$ cat src/hw/rtl/load_cell_median_weigher_defines.svh
// Assertion macros for the load-cell median weigher.
`ifndef LOAD_CELL_MEDIAN_WEIGHER_DEFINES_SVH
`define LOAD_CELL_MEDIAN_WEIGHER_DEFINES_SVH
`ifndef SYNTHESIS
// Property checked on every rising clk_i edge while out of reset
`define LCMW_ASSERT(label, prop, msg) \
  label: assert property (@(posedge clk_i) disable iff (!rst_ni) prop) else $error(msg);
// Condition that must never hold
`define LCMW_ASSERT_NEVER(label, cond, msg) \
  `LCMW_ASSERT(label, !(cond), msg)
`else
`define LCMW_ASSERT(label, prop, msg)
`define LCMW_ASSERT_NEVER(label, cond, msg)
`endif
`endif

$ cat src/hw/rtl/lcmw_pkg.sv
// Shared widths, constants and control types of the load-cell median weigher.
package lcmw_pkg;

  // Field widths
  localparam int RAW_W    = 24;
  localparam int CNT_W    = 20;
  localparam int TARE_W   = 18;
  localparam int GAIN_W   = 18;
  localparam int WEIGHT_W = 23;
  localparam int MAX_LANES = 3;

  // Sign flip turns the two's complement sample into offset binary
  localparam logic [RAW_W-1:0] SIGN_FLIP = 24'h800000;

  // Divide by 100 as multiply by ceil(2^31/100), exact for all 24-bit inputs
  localparam int DIV_RECIP_W = 25;
  localparam logic [DIV_RECIP_W-1:0] DIV_RECIP = 25'd21474837;
  localparam int DIV_SHIFT  = 31;
  localparam int DIV_PROD_W = RAW_W + DIV_RECIP_W;

  // Q16 gains
  localparam int Q_SHIFT = 16;
  localparam logic [WEIGHT_W-1:0] WEIGHT_MAX = 23'h7FFFFF;

  // Configuration register map
  localparam int CFG_IDX_W = 3;
  localparam logic [CFG_IDX_W-1:0] CFG_TARE0    = 3'd0;
  localparam logic [CFG_IDX_W-1:0] CFG_TARE1    = 3'd1;
  localparam logic [CFG_IDX_W-1:0] CFG_TARE2    = 3'd2;
  localparam logic [CFG_IDX_W-1:0] CFG_REF_GAIN = 3'd3;
  localparam logic [CFG_IDX_W-1:0] CFG_OUT_GAIN = 3'd4;

  localparam logic [GAIN_W-1:0] REF_GAIN_RST = 18'd181743;
  localparam logic [GAIN_W-1:0] OUT_GAIN_RST = 18'd109227;

  // Sequencer strobes into each lane
  typedef struct packed {
    logic div_en;     // raw word taken, divide product captured
    logic scale_en;   // tare compare and gain product captured
    logic store_en;   // count shifted into the window
    logic scan_en;    // one median candidate tested, window rotated
    logic acc_en;     // median added into the round sum
    logic acc_first;  // first round of a set: load instead of add
  } lane_ctrl_t;

  // Sequencer strobes into the merge stage
  typedef struct packed {
    logic mul_en;   // output gain products captured
    logic load_en;  // saturated weights loaded into the output register
  } merge_ctrl_t;

endpackage

$ cat src/hw/rtl/lcmw_merge.sv
// Merge stage: output gain per lane, saturation, and the output word register.
module lcmw_merge #(
  parameter int SUM_W = 21
) (
  input  logic                         clk_i,
  input  logic                         rst_ni,
  input  lcmw_pkg::merge_ctrl_t        ctrl_i,
  input  logic [SUM_W-1:0]             sum_i [lcmw_pkg::MAX_LANES],
  input  logic [lcmw_pkg::GAIN_W-1:0]   out_gain_i,
  input  logic                         out_ready_i,
  output logic                         out_valid_o,
  output logic [lcmw_pkg::WEIGHT_W-1:0] weight_o [lcmw_pkg::MAX_LANES]
);
  import lcmw_pkg::*;

  localparam int PROD_W = SUM_W + GAIN_W;
  localparam int SH_W   = PROD_W - Q_SHIFT;
  localparam int EXT_W  = (SH_W > WEIGHT_W) ? SH_W : WEIGHT_W;

  logic [PROD_W-1:0]   prod_q   [MAX_LANES];
  logic [WEIGHT_W-1:0] sat      [MAX_LANES];
  logic [WEIGHT_W-1:0] weight_q [MAX_LANES];
  logic                out_valid_q;

  // Output gain products
  always_ff @(posedge clk_i) begin
    if (ctrl_i.mul_en) begin
      for (int l = 0; l < MAX_LANES; l++) begin
        prod_q[l] <= PROD_W'(sum_i[l]) * PROD_W'(out_gain_i);
      end
    end
  end

  // Q16 truncation with saturation at the weight range
  always_comb begin
    for (int l = 0; l < MAX_LANES; l++) begin
      if (EXT_W'(prod_q[l][Q_SHIFT +: SH_W]) > EXT_W'(WEIGHT_MAX)) begin
        sat[l] = WEIGHT_MAX;
      end else begin
        sat[l] = WEIGHT_W'(prod_q[l][Q_SHIFT +: SH_W]);
      end
    end
  end

  // Output word register
  always_ff @(posedge clk_i) begin
    if (ctrl_i.load_en) begin
      weight_q <= sat;
    end
  end

  always_ff @(posedge clk_i or negedge rst_ni) begin
    if (!rst_ni) begin
      out_valid_q <= 1'b0;
    end else if (ctrl_i.load_en) begin
      out_valid_q <= 1'b1;
    end else if (out_ready_i) begin
      out_valid_q <= 1'b0;
    end
  end

  assign out_valid_o = out_valid_q;
  assign weight_o    = weight_q;

endmodule

$ cat config.mk
export PLATFORM = sky130hd
export DESIGN_NAME = lcmw_merge
export DESIGN_NICKNAME = d
export VERILOG_FILES = /design/src/hw/rtl/load_cell_median_weigher_defines.svh /design/src/hw/rtl/lcmw_pkg.sv /design/src/hw/rtl/lcmw_merge.sv
export SDC_FILE = /design/constraint.sdc
export NUM_CORES = 2
export LEC_CHECK = 0
export ABC_AREA = 1
export ABC_CLOCK_PERIOD_IN_PS = 2100
export BUFFER_PORTS_ARGS = -buffer_cell sky130_fd_sc_hd__buf_2
export CAP_MARGIN = 20
export CORE_AREA = 2 2 282 284
export CTS_BUF_LIST = sky130_fd_sc_hd__clkbuf_8
export DETAILED_ROUTE_END_ITERATION = 8
export DIE_AREA = 0 0 284 286
export PLACE_DENSITY = 0.69
export SETUP_SLACK_MARGIN = 0.1
export SYNTH_ARGS = -nofsm -noshare
export SYNTH_HDL_FRONTEND = slang
export SYNTH_SLANG_ARGS = --single-unit
$ cat constraint.sdc
create_clock -name clk_i -period 2.1 [get_ports clk_i]
set_input_delay 0.21 -clock clk_i [delete_from_list [all_inputs] [get_ports clk_i]]
set_output_delay 0.21 -clock clk_i [all_outputs]
set_load 0.02 [all_outputs]
=== After elaboration in Yosys (flattened, before gate mapping) ===
Memories as Yosys holds them, arrays and structs flattened.
Index checks and enable logic that the tools add are counted.

* Input port bits: 86
* Memories kept: 1
* Memory bits (writable): 117
* Flip-flop bits (word level): 70
* Output and inout bits: 70

{| class="wikitable"
|+ Memories
! memory !! depth !! bits a word !! read ports !! clocked after memory_dff !! write ports !! line !! text
|-
| prod_q || 3 || 39 || 3 || 0 || 3 || lcmw_merge.sv:20 || <nowiki>logic [PROD_W-1:0] prod_q [MAX_LANES];</nowiki>
|}

* Multiplexer cells: 4
* Multipliers: 3
* Reductions and logical operators: 1
* Order comparisons: 3

{| class="wikitable"
|+ Operators by type and width
! cell !! count
|-
| $mul A21 B18 Y39 || 3
|-
| $gt A23 B23 Y1 const B || 3
|-
| $mux W1 || 4
|-
| $reduce_bool A2 Y1 || 1
|}

=== Depth between registers and ports, before layout ===
* Word-level depth: 2
* Depth in mapped cells: 29
* Depth with buffers taken out: 27

=== Worst setup path before layout ===
Ideal clock, no wire load.

* Kind: input-to-reg
* Start point: input sum_i[61] (netlist name)
* End point: memory prod_q[0][31] (netlist name), data pin
* Stages on the path: 23
* Required time: 1,848 ps
* Setup time: 252 ps
* Path buffers: 2
* Arrival time: 5,174 ps
* Path slack: -3,327 ps
* Cells stage by stage: clkbuf_1 clkbuf_1 nand2_1 fa_1 inv_1 fa_1 inv_1 fa_1 inv_1 fa_1 fa_1 inv_1 fa_1 inv_1 ha_1 a21o_1 o21bai_1 a21oi_2 nor2_1 nor3_1 nand2_1 nand2_1 nand2_1

{| class="wikitable"
|+ RTL lines
! what !! line !! text
|-
| start, declared || lcmw_merge.sv:8 || <nowiki>input logic [SUM_W-1:0] sum_i [lcmw_pkg::MAX_LANES],</nowiki>
|-
| end, declared || lcmw_merge.sv:20 ||
|}

==> qor.yml <==
start_util_pct: 54.4
rsz0062_at_grt: "true"
wl_um: 120000
wl_per_cell_um: 17.3
hold_viol_final: 0
dr.pass1.iters: 6
place_ws_ns: -3.47
gr-usage-all-layers_pct: 30.4
overflow: 0
synth_nets: 6747
gp_congestion: 0.928
crit_start: "out_gain_i[4]"
design_area_um2: 53100
clk_pin_slew_ns: 0.11
synthesis.area_um2: 42600
synth_compound_area_share_pct: 3.18
die_x_um: 284
synth_top_family_by_area: "adder cells"
status: "finished, violations left"
drive_above_1_share_pct: 23.5
drv_slew: 0
r2r.worst_path.cells: 0
fin_worst_skew_ns: 0.0393
hold_path_class: "input pin to flip-flop"
cp_max_fo: 8
setup_slack_ns: -2.77
whs_path_depth: 1
fill_cells: 6197
die_area_um2: 81200
final_nets: 7214
crit_path_start_kind: "input pin"
timing.rr.end: "weight_o[6]"
chipHeight_um: 286
seq_area_um2: 4170
vias: 35500
ys.warnings.count: 0
hpwl_um: 93700
reg2reg_from: "prod_q[0][100]"
arrival_ns: 5.21
violations: "setup timing"
clockBufferDepth: 2
grt_start_max_net_pins: 35
finalNonFillerCells: 6963
grt_pass1_wl_um: 194000
max_freq_mhz: 205
multiInputGateArea_um2: 33900
hp-start: "ctrl_i[0]"
placed_cell_area_um2: 49000
io_buffer_count: 155
path_class: "input pin to flip-flop"
maxCapViolCount: 0
muxShareOfSynthArea_pct: 0
synth-simple-area-share_pct: 16.3
tightest_slew_ns: 0.631
holdWs_ns: 0.122
setup_violations: 69
synth-seq-cells: 139
final_cell_mix: "1600 x inv_1, 1319 x nand2_1, 869 x fa_1"
grt_antenna_before_repair: 9
ioPinCount: 156
dp.cells: 6816
cts_tree: "built"
clock-sinks: 139
final_common_cell: "inv_1"
ant_nets: 0
critPathRequiredTime_ns: 2.45
syn_inst: 5425
post_synth.cell_area_avg_um2: 7.86
ys_seq_area_share_pct: 9.78
period_share_pct: 232
min_to: "weight_o[30]"
numCtsBuffers: 17
insertion_delay_ns: 0.61
yosysUniqueCellTypes: 44
synth-adder-area-share_pct: 52.2
drt_iter0_drc: 2803
maxSlewHeadroom_pct: 57.5
crit_path_end_kind: "flip-flop"
grt_pass1_vias: 38000
area_growth_pct: 24.5
cts_root_buf: "clkbuf_8"
coreArea_um2: 78400
htreeDepth: 4
finalCriticalPeriod_ns: 4.87
synth_xor_xnor_area_share_pct: 0.863
reg2reg_slack_ns: 1.34
std_cell_rows: 103
drc_errors: 0
vias_per_cell: 5.10
## flip-flops by register name, indices dropped and copies added (netlist names)
register and flops:
prod_q 69, weight_o 69, out_valid_o 1
## what timing repair did
item | 4_1_cts | 5_1_grt
gates cloned | 17 | 5
pin swaps | 204 | 131
setup endpoints to repair | 69 | 69
buffers inserted | 58 | 24
hold buffers | 4 | 0
hold endpoints to repair | 4 | 0
gates resized for setup | 429 | 198
## layer usage
metal | track usage [%] | vias up | routed length (um) | part of all wire (%)
met5 | 0 | - | 41 | 0.034
met2 | 51.0 | 1404 | 57500 | 48
met1 | 39.8 | 17700 | 48100 | 40
li1 | - | 16200 | - | -
met4 | 11.1 | 8 | 4550 | 3.8
met3 | 5.22 | 272 | 9930 | 8.3
## synthesized netlist by cell type, drive strengths merged
library cell / count / area, um2
a211oi: 3 / 22.5
a21boi: 6 / 48.8
a21o: 9 / 67.6
a21oi: 122 / 629
a31oi: 8 / 56.3
and2: 1 / 6.26
and3: 5 / 36.3
buf: 35 / 131
clkbuf: 286 / 1070
dfrtp: 1 / 25.0
edfxtp: 138 / 4140
fa: 906 / 18100
ha: 330 / 4130
inv: 1685 / 6320
nand2: 1477 / 5570
nand3: 67 / 355
nand3b: 4 / 30.0
nand4: 11 / 75.1
nor2: 170 / 681
nor2b: 1 / 6.26
nor3: 29 / 185
o2111ai: 1 / 8.76
o211ai: 1 / 7.51
o21a: 14 / 105
o21ai: 60 / 308
o21bai: 9 / 67.6
o311ai: 2 / 17.5
o31ai: 2 / 15.0
xnor2: 11 / 96.3
xor2: 31 / 272
## kinds of logic (layout without fill, tap and decap cells)
| logic type | count (synthesis) | in the layout |
|---|---|---|
| AO/OA/AOI/OAI | 237 | 237 |
| XOR/XNOR | 42 | 42 |
| adder cells (fa/ha/maj) | 1236 | 1236 |
| buffers and inverters | 2006 | 2486 |
| flip-flops | 139 | 139 |
| other | 0 | 8 |
| AND/OR/NAND/NOR | 1765 | 1765 |
## stage by stage
| stage | TNS, ns | utilization [%] |
|---|---|---|
| after floorplan | -193.01 | - |
| after global placement | -226.80 | 62.6 |
| after detailed placement | -229.98 | 62.6 |
| after CTS | -177.64 | 66.4 |
| after global routing | -194.36 | 67.7 |
| final | -183.87 | 67.8 |
## critical path: stages
cell,delay (ns)
buf_12,0.09
buf_16,0.16
buf_12,0.14
buf_12,0.12
nand2_4,0.05
fa_1,0.51
inv_2,0.04
fa_2,0.42
fa_1,0.51
inv_2,0.04
fa_1,0.53
inv_1,0.05
fa_1,0.52
inv_2,0.05
fa_1,0.49
inv_2,0.05
ha_4,0.24
a21oi_4,0.16
a21boi_4,0.20
nor2_1,0.07
nor2_1,0.12
nand2_2,0.14
nand2_1,0.11
nand2_1,0.06
xor2_1,0.14
## worst max-delay path by stage
stage,to
2_1_floorplan,prod_q[0][73]
3_3_place_gp,prod_q[0][70]
3_5_place_dp,prod_q[0][73]
4_1_cts,prod_q[0][116]
5_1_grt,prod_q[0][101]
6_report,prod_q[0][104]
## final cells by class
class / count / share of cell area (%)
Sequential cell: 139 / 7.85
Multi-Input combinational cell: 3280 / 63.9
Clock inverter: 15 / 0.271
Timing Repair Buffer: 769 / 13.1
Tap cell: 1050 / 2.47
Inverter: 1685 / 11.9
Antenna cell: 8 / 0.0377
Clock buffer: 17 / 0.441
Power is left out: the tool's default activity adds up to more than one toggle a clock period on the data nets, which glitch-free logic cannot reach.
