$ cat config.mk
export PLATFORM = sky130hd
export DESIGN_NAME = lcmw_lane
export DESIGN_NICKNAME = d
export VERILOG_FILES = /design/src/hw/rtl/load_cell_median_weigher_defines.svh /design/src/hw/rtl/lcmw_pkg.sv /design/src/hw/rtl/lcmw_lane.sv
export SDC_FILE = /design/constraint.sdc
export NUM_CORES = 2
export LEC_CHECK = 0
export BUFFER_PORTS_ARGS = -buffer_cell sky130_fd_sc_hd__buf_4
export CORE_MARGIN = 2
export CORE_UTILIZATION = 55
export DETAILED_ROUTE_END_ITERATION = 16
export GPL_TIMING_DRIVEN = 0
export HOLD_SLACK_MARGIN = 0.02
export PLACE_DENSITY = 0.72
export SETUP_SLACK_MARGIN = 0.15
export SYNTH_ARGS = -nofsm -noshare
export SYNTH_HDL_FRONTEND = slang
export SYNTH_SLANG_ARGS = --single-unit
$ cat constraint.sdc
create_clock -name clk_i -period 11.2 [get_ports clk_i]
set_clock_uncertainty 0.1 [all_clocks]
set_input_delay 0.56 -clock clk_i [delete_from_list [all_inputs] [get_ports clk_i]]
set_output_delay 0.56 -clock clk_i [all_outputs]
set_load 0.01 [all_outputs]
$ cat src/hw/rtl/load_cell_median_weigher_defines.svh
// Assertion macros for the load-cell median weigher.
`ifndef LOAD_CELL_MEDIAN_WEIGHER_DEFINES_SVH
`define LOAD_CELL_MEDIAN_WEIGHER_DEFINES_SVH
`ifndef SYNTHESIS
// Property checked on every rising clk_i edge while out of reset
`define LCMW_ASSERT(label, prop, msg) \
  label: assert property (@(posedge clk_i) disable iff (!rst_ni) prop) else $error(msg);
// Condition that must never hold
`define LCMW_ASSERT_NEVER(label, cond, msg) \
  `LCMW_ASSERT(label, !(cond), msg)
`else
`define LCMW_ASSERT(label, prop, msg)
`define LCMW_ASSERT_NEVER(label, cond, msg)
`endif
`endif

$ cat src/hw/rtl/lcmw_pkg.sv
// Shared widths, constants and control types of the load-cell median weigher.
package lcmw_pkg;

  // Field widths
  localparam int RAW_W    = 24;
  localparam int CNT_W    = 20;
  localparam int TARE_W   = 18;
  localparam int GAIN_W   = 18;
  localparam int WEIGHT_W = 23;
  localparam int MAX_LANES = 3;

  // Sign flip turns the two's complement sample into offset binary
  localparam logic [RAW_W-1:0] SIGN_FLIP = 24'h800000;

  // Divide by 100 as multiply by ceil(2^31/100), exact for all 24-bit inputs
  localparam int DIV_RECIP_W = 25;
  localparam logic [DIV_RECIP_W-1:0] DIV_RECIP = 25'd21474837;
  localparam int DIV_SHIFT  = 31;
  localparam int DIV_PROD_W = RAW_W + DIV_RECIP_W;

  // Q16 gains
  localparam int Q_SHIFT = 16;
  localparam logic [WEIGHT_W-1:0] WEIGHT_MAX = 23'h7FFFFF;

  // Configuration register map
  localparam int CFG_IDX_W = 3;
  localparam logic [CFG_IDX_W-1:0] CFG_TARE0    = 3'd0;
  localparam logic [CFG_IDX_W-1:0] CFG_TARE1    = 3'd1;
  localparam logic [CFG_IDX_W-1:0] CFG_TARE2    = 3'd2;
  localparam logic [CFG_IDX_W-1:0] CFG_REF_GAIN = 3'd3;
  localparam logic [CFG_IDX_W-1:0] CFG_OUT_GAIN = 3'd4;

  localparam logic [GAIN_W-1:0] REF_GAIN_RST = 18'd181743;
  localparam logic [GAIN_W-1:0] OUT_GAIN_RST = 18'd109227;

  // Sequencer strobes into each lane
  typedef struct packed {
    logic div_en;     // raw word taken, divide product captured
    logic scale_en;   // tare compare and gain product captured
    logic store_en;   // count shifted into the window
    logic scan_en;    // one median candidate tested, window rotated
    logic acc_en;     // median added into the round sum
    logic acc_first;  // first round of a set: load instead of add
  } lane_ctrl_t;

  // Sequencer strobes into the merge stage
  typedef struct packed {
    logic mul_en;   // output gain products captured
    logic load_en;  // saturated weights loaded into the output register
  } merge_ctrl_t;

endpackage

$ cat src/hw/rtl/lcmw_lane.sv
// One lane: offset/divide, tare and gain scaling, count window, median scan, round sum.
module lcmw_lane #(
  parameter int WINDOW = 7,
  parameter int SUM_W  = 21
) (
  input  logic                       clk_i,
  input  lcmw_pkg::lane_ctrl_t       ctrl_i,
  input  logic [lcmw_pkg::RAW_W-1:0]  raw_i,
  input  logic [lcmw_pkg::TARE_W-1:0] tare_i,
  input  logic [lcmw_pkg::GAIN_W-1:0] ref_gain_i,
  output logic [SUM_W-1:0]           sum_o
);
  import lcmw_pkg::*;

  localparam int K      = WINDOW / 2;
  localparam int RANK_W = $clog2(WINDOW + 1);
  localparam int SCL_W  = TARE_W + GAIN_W;

  logic [DIV_PROD_W-1:0] div_prod_q;
  logic [TARE_W-1:0]     quot;
  logic [TARE_W-1:0]     diff;
  logic [SCL_W-1:0]      scl_prod_q;
  logic                  above_q;
  logic [CNT_W-1:0]      count;
  logic [CNT_W-1:0]      win_q [WINDOW];
  logic [RANK_W-1:0]     n_lt;
  logic [RANK_W-1:0]     n_le;
  logic                  is_median;
  logic [CNT_W-1:0]      med_q;
  logic [SUM_W-1:0]      sum_q;

  // Stage 1: flip sign, multiply by reciprocal of 100
  always_ff @(posedge clk_i) begin
    if (ctrl_i.div_en) begin
      div_prod_q <= DIV_PROD_W'(raw_i ^ SIGN_FLIP) * DIV_PROD_W'(DIV_RECIP);
    end
  end

  assign quot = div_prod_q[DIV_SHIFT +: TARE_W];
  assign diff = quot - tare_i;

  // Stage 2: strict tare compare, tared value times reference gain
  always_ff @(posedge clk_i) begin
    if (ctrl_i.scale_en) begin
      above_q    <= quot > tare_i;
      scl_prod_q <= SCL_W'(diff) * SCL_W'(ref_gain_i);
    end
  end

  // Q16 truncation; the product always fits the count width
  assign count = above_q ? scl_prod_q[Q_SHIFT +: CNT_W] : '0;

  // Window shift line; rotates during the median scan so tap 0 is the candidate
  always_ff @(posedge clk_i) begin
    if (ctrl_i.store_en) begin
      win_q[0] <= count;
      for (int i = 1; i < WINDOW; i++) begin
        win_q[i] <= win_q[i-1];
      end
    end else if (ctrl_i.scan_en) begin
      win_q[0] <= win_q[WINDOW-1];
      for (int i = 1; i < WINDOW; i++) begin
        win_q[i] <= win_q[i-1];
      end
    end
  end

  // Rank of the candidate against the whole window
  always_comb begin
    n_lt = '0;
    n_le = '0;
    for (int j = 0; j < WINDOW; j++) begin
      n_lt = n_lt + RANK_W'(win_q[j] < win_q[0]);
      n_le = n_le + RANK_W'(win_q[j] <= win_q[0]);
    end
  end

  // Candidate sits at sorted position K when ties straddle it
  assign is_median = (n_lt <= RANK_W'(K)) && (n_le > RANK_W'(K));

  always_ff @(posedge clk_i) begin
    if (ctrl_i.scan_en && is_median) begin
      med_q <= win_q[0];
    end
  end

  // Sum of medians over the rounds of one output set
  always_ff @(posedge clk_i) begin
    if (ctrl_i.acc_en) begin
      sum_q <= ctrl_i.acc_first ? SUM_W'(med_q) : sum_q + SUM_W'(med_q);
    end
  end

  assign sum_o = sum_q;

endmodule

Word-level counts from Yosys, hierarchy flattened
Memory sizes are Yosys's and may differ from the RTL's.
Index checks and enable logic that the tools add are counted.
{"block": "word_totals", "ff_bits": 127, "latchBits": 0, "ramBits": 140, "romBits": 0, "out_inout_bits": 21, "word_cells": 64, "mem_count": 1}
{"block": "op_classes", "add_sub_neg": 14, "mul": 2, "n_div": 0, "magnitude_cmp": 17, "n_eq_ne": 0, "n_shift": 0, "muxes": 14, "n_bitwise": 8, "n_reduce_logical": 2}
{"memory": "win_q", "depth": 7, "width": 20, "rd": 7, "rd_clocked_by_memory_dff": 0, "wr": 7, "line_no": "lcmw_lane.sv:25", "rtl": "logic [CNT_W-1:0] win_q [WINDOW];"}
{"operator": "$mux W20", "n": 9}
{"operator": "$le A20 B20 Y1", "n": 7}
{"operator": "$lt A20 B20 Y1", "n": 7}
{"operator": "$mul A24 B25 Y49 const B", "n": 1}
{"operator": "$mul A18 B18 Y36", "n": 1}
{"operator": "$add A3 B1 Y3", "n": 8}
{"operator": "$add A21 B20 Y21", "n": 1}
{"operator": "$gt A18 B18 Y1", "n": 1}
{"operator": "$sub A18 B18 Y18", "n": 1}
{"operator": "$or A1 B1 Y1", "n": 7}
{"operator": "$add A2 B1 Y3", "n": 2}
{"operator": "$mux W1", "n": 5}
{"operator": "$add A1 B1 Y2", "n": 2}
{"operator": "$gt A3 B2 Y1 const B", "n": 1}
{"operator": "$le A3 B2 Y1 const B", "n": 1}
{"operator": "$logic_and A1 B1 Y1", "n": 2}
{"operator": "$not A1 Y1", "n": 1}

Longest topological paths before layout
{"block": "logic_depth", "depth_word": 10, "ltp_mapped": 34, "depth_no_buf": 34}

Worst setup path after synthesis
No wires, ideal clock.
{"block": "synth_path", "kind": "input to register", "start": "in tare_i[0] (netlist name)", "end": "reg scl_prod_q[30] (data pin)", "setup_time_ps": 262, "arrival_ps": 7899, "slack_ps": 2939, "path_stages": 31, "n_path_buf": 1, "path_cell_list": "ha_1 fa_1 nor2b_1 o21ai_0 a21boi_1 o21a_1 o21a_1 o2111ai_1 nand3b_1 xor2_1 clkbuf_1 nand2_1 fa_1 inv_1 fa_1 fa_1 fa_1 fa_1 inv_1 fa_1 inv_1 ha_1 a21o_1 a21o_1 a21o_1 o21a_1 a41oi_1 a211o_1 o221a_2 o21bai_1 xor2_1"}
{"block": "synth_between", "elab_chain_len": 2}
{"element": "start, declared", "line_no": "lcmw_lane.sv:9", "rtl": "input logic [lcmw_pkg::TARE_W-1:0] tare_i,"}
{"element": "$sub A18 B18 Y18", "line_no": "lcmw_lane.sv:40", "rtl": "assign diff = quot - tare_i;"}
{"element": "$mul A18 B18 Y36", "line_no": "lcmw_lane.sv:46", "rtl": "scl_prod_q <= SCL_W'(diff) * SCL_W'(ref_gain_i);"}
{"element": "end signal, assigned", "line_no": "lcmw_lane.sv:46"}
{"element": "end, declared", "line_no": "lcmw_lane.sv:22", "rtl": "logic [SCL_W-1:0] scl_prod_q;"}
Every way passes these cells.
A chain may end at the register's enable or synchronous reset.

Worst setup path after layout
{"block": "layout_path", "start": "reg div_prod_q[31]", "end": "reg scl_prod_q[28] (data pin)"}
{"block": "layout_between", "elab_chain_len": 2}
{"element": "start, declared", "line_no": "lcmw_lane.sv:19", "rtl": "logic [DIV_PROD_W-1:0] div_prod_q;"}
{"element": "start signal, assigned", "line_no": "lcmw_lane.sv:35", "rtl": "div_prod_q <= DIV_PROD_W'(raw_i ^ SIGN_FLIP) * DIV_PROD_W'(DIV_RECIP);"}
{"element": "$sub A18 B18 Y18", "line_no": "lcmw_lane.sv:40"}
{"element": "$mul A18 B18 Y36", "line_no": "lcmw_lane.sv:46"}
Every way passes these cells.

==> out/qor.yml <==
status: "completed"
cp_max_fo: 10
track_usage: 0.278
cts_buffers: 25
syn_nets: 4318
gp_congestion: 1.02
tns_ns: 0
mostFrequentLayoutCells: "715 x inv_1, 519 x ha_1, 462 x fa_1"
antenna_found_initial: 1
die_w_um: 249
tightest_slew_ns: 1.36
drv_cap: 0
drive_gt1_frac: 0.0520
crit_path_top_delay_cell: "xor2_1"
vias_per_cell: 5.66
netlist_area_um2: 32900
min_path_type: "input port to flip-flop"
clkTransAtPathRegs_ns: 0.06
cts_max_path_buffers: 3
drt_pass1_iterations: 6
grt_pass1_vias: 24700
critical_path_arrival_ns: 10.53
grt_first_pass_wirelength_um: 135000
cts_tree: "yes"
hold_violations: 0
first_iter_violations: 1940
synthFlopType: "edfxtp_1"
wl_um: 83900
overflow: 0
synthDistinctLibCells: 68
clk_latency_ns: 0.53
nNetsFinal: 4434
post_drt_wl_per_cell_um: 20.1
syn_to_final_growth_pct: 7.84
cts.sinks: 220
die-area_um2: 61800
io_buffers: 86
avgSynthCellArea_um2: 10.1
coreArea_um2: 59000
hold_buffers: 0
period_needed_ns: 10.37
cp-end-kind: "flip-flop"
ys_seq_elements: 220
drc: 0
fmax_ghz: 0.0964
layout_commonest_cell: "inv_1"
synth_warnings: 0
cpMostUsedCell: "fa_1"
slew_violations: 0
dp_hpwl_um: 69700
core.rowCount: 89
start_kind: "flip-flop"
setup_viol: 0
synth_edf_count: 220
yosysSeqAreaShare: 0.201
dieHeight_um: 249
htreeDepth: 1
slew_headroom: 0.0927
cts_resized: 0
root_buffer: "clkbuf_16"
finalCritPeriodShare: 0.926
crit_required_ns: 11.36
rsz0062_at_grt: "false"
synth_cells: 3270
max_stage_delay_ns: 0.92
post_cts_buffers: 0
ys_async_sr_fraction: 0
vias: 23600
path_class: "flip-flop to flip-flop"
grt_max_degree: 71
initial_core_util: 0.557
ios: 88
ant_nets: 0
cell usage after synthesis (7+ instances only):
| master | n | area (µm²) |
|---|---|---|
| and3_1 | 8 | 50.1 |
| mux2i_1 | 31 | 310 |
| ha_1 | 519 | 6490 |
| edfxtp_1 | 220 | 6610 |
| nor2_1 | 73 | 274 |
| nor2b_1 | 31 | 194 |
| o21a_1 | 17 | 128 |
| a311oi_1 | 11 | 96.3 |
| nor4_1 | 34 | 213 |
| o21bai_1 | 7 | 52.6 |
| fa_1 | 462 | 9250 |
| inv_1 | 715 | 2680 |
| clkbuf_1 | 97 | 364 |
| nand4_1 | 36 | 225 |
| mux2_2 | 23 | 259 |
| xnor2_1 | 32 | 280 |
| a21oi_1 | 92 | 460 |
| a21o_1 | 69 | 518 |
| o21ai_0 | 71 | 355 |
| nand3_1 | 61 | 305 |
| nand3b_1 | 20 | 150 |
| nor3_1 | 20 | 100 |
| o311ai_0 | 19 | 166 |
| xor2_1 | 28 | 245 |
| nand2b_1 | 84 | 526 |
| and2_1 | 85 | 532 |
| nand2_1 | 285 | 1070 |
| a31oi_1 | 20 | 125 |
| a311o_1 | 9 | 90.1 |
worst max-delay path: cells and delay by family, from the launching register on:
kind | cells | cell delay [ns]
adders and majority gates | 9 | 3.76
DFF | 1 | 0.32
and+or+nand+nor | 8 | 1.31
buffers and inverters | 6 | 0.90
AOI/OAI and AO/OA | 9 | 2.76
xor gates and xnor gates | 1 | 0.92
layer usage:
metal / vias up / routed length (µm) / track usage
met1: 11700 / 35900 / 0.391
li1: 10900 / - / -
met3: 170 / 7030 / 0.0450
met4: 0 / 2730 / 0.0801
met2: 861 / 38300 / 0.447
met5: - / 0 / 0
cell type report:
class	instances	area [µm²]
Fill cell	4993	23600
Multi-Input combinational cell	2230	23200
Sequential cell	220	6610
Inverter	715	2680
Tap cell	773	967
Timing Repair Buffer	89	716
Clock buffer	28	637
Buffer	105	412
Clock inverter	17	248
Antenna cell	2	5.00
flip-flops by register name, summed over array words and instances (netlist names):
| signal | flops |
|---|---|
| scl_prod_q | 20 |
| med_q | 20 |
| win_q | 140 |
| div_prod_q | 18 |
| sum_o | 21 |
| above_q | 1 |
final timing paths:
kind	to	from	slack, ns	cells past startpoint
setup reg to reg	scl_prod_q[28]	div_prod_q[31]	0.83	33
setup / recovery	scl_prod_q[28]	div_prod_q[31]	0.83	33
hold reg to reg	win_q[0][120]	win_q[0][100]	0.35	0
hold / removal	div_prod_q[35]	ctrl_i[5]	0.31	1
through the flow:
stage	hold slack, ns	instances	instance area, µm²	worst slack, ns	utilization
finish	0.308	4179	35500	0.829	0.601
global route	0.306	4177	35500	0.292	0.601
CTS	0.292	4177	35500	0.973	0.601
detailed placement	0.337	4132	34600	0.637	0.586
global placement	0.331	4129	34500	0.616	0.585
floorplan	0.326	3270	32900	2.94	-
logic make-up (layout without fill, tap and decap cells):
family                   Yosys count  after routing  synth area share
AO/OA/AOI/OAI                    377            377            0.0772
XOR/XNOR                          60             60            0.0160
adder cells (fa/ha/maj)          981            981             0.479
buffers and inverters            820            954            0.0941
flip-flops                       220            220             0.201
multiplexers                      57             57            0.0183
other                              0              2                 0
AND/OR/NAND/NOR                  755            755             0.115
Power is not shown: default switching activity piles up to over one toggle a cycle in this logic, so the estimate is an artifact.
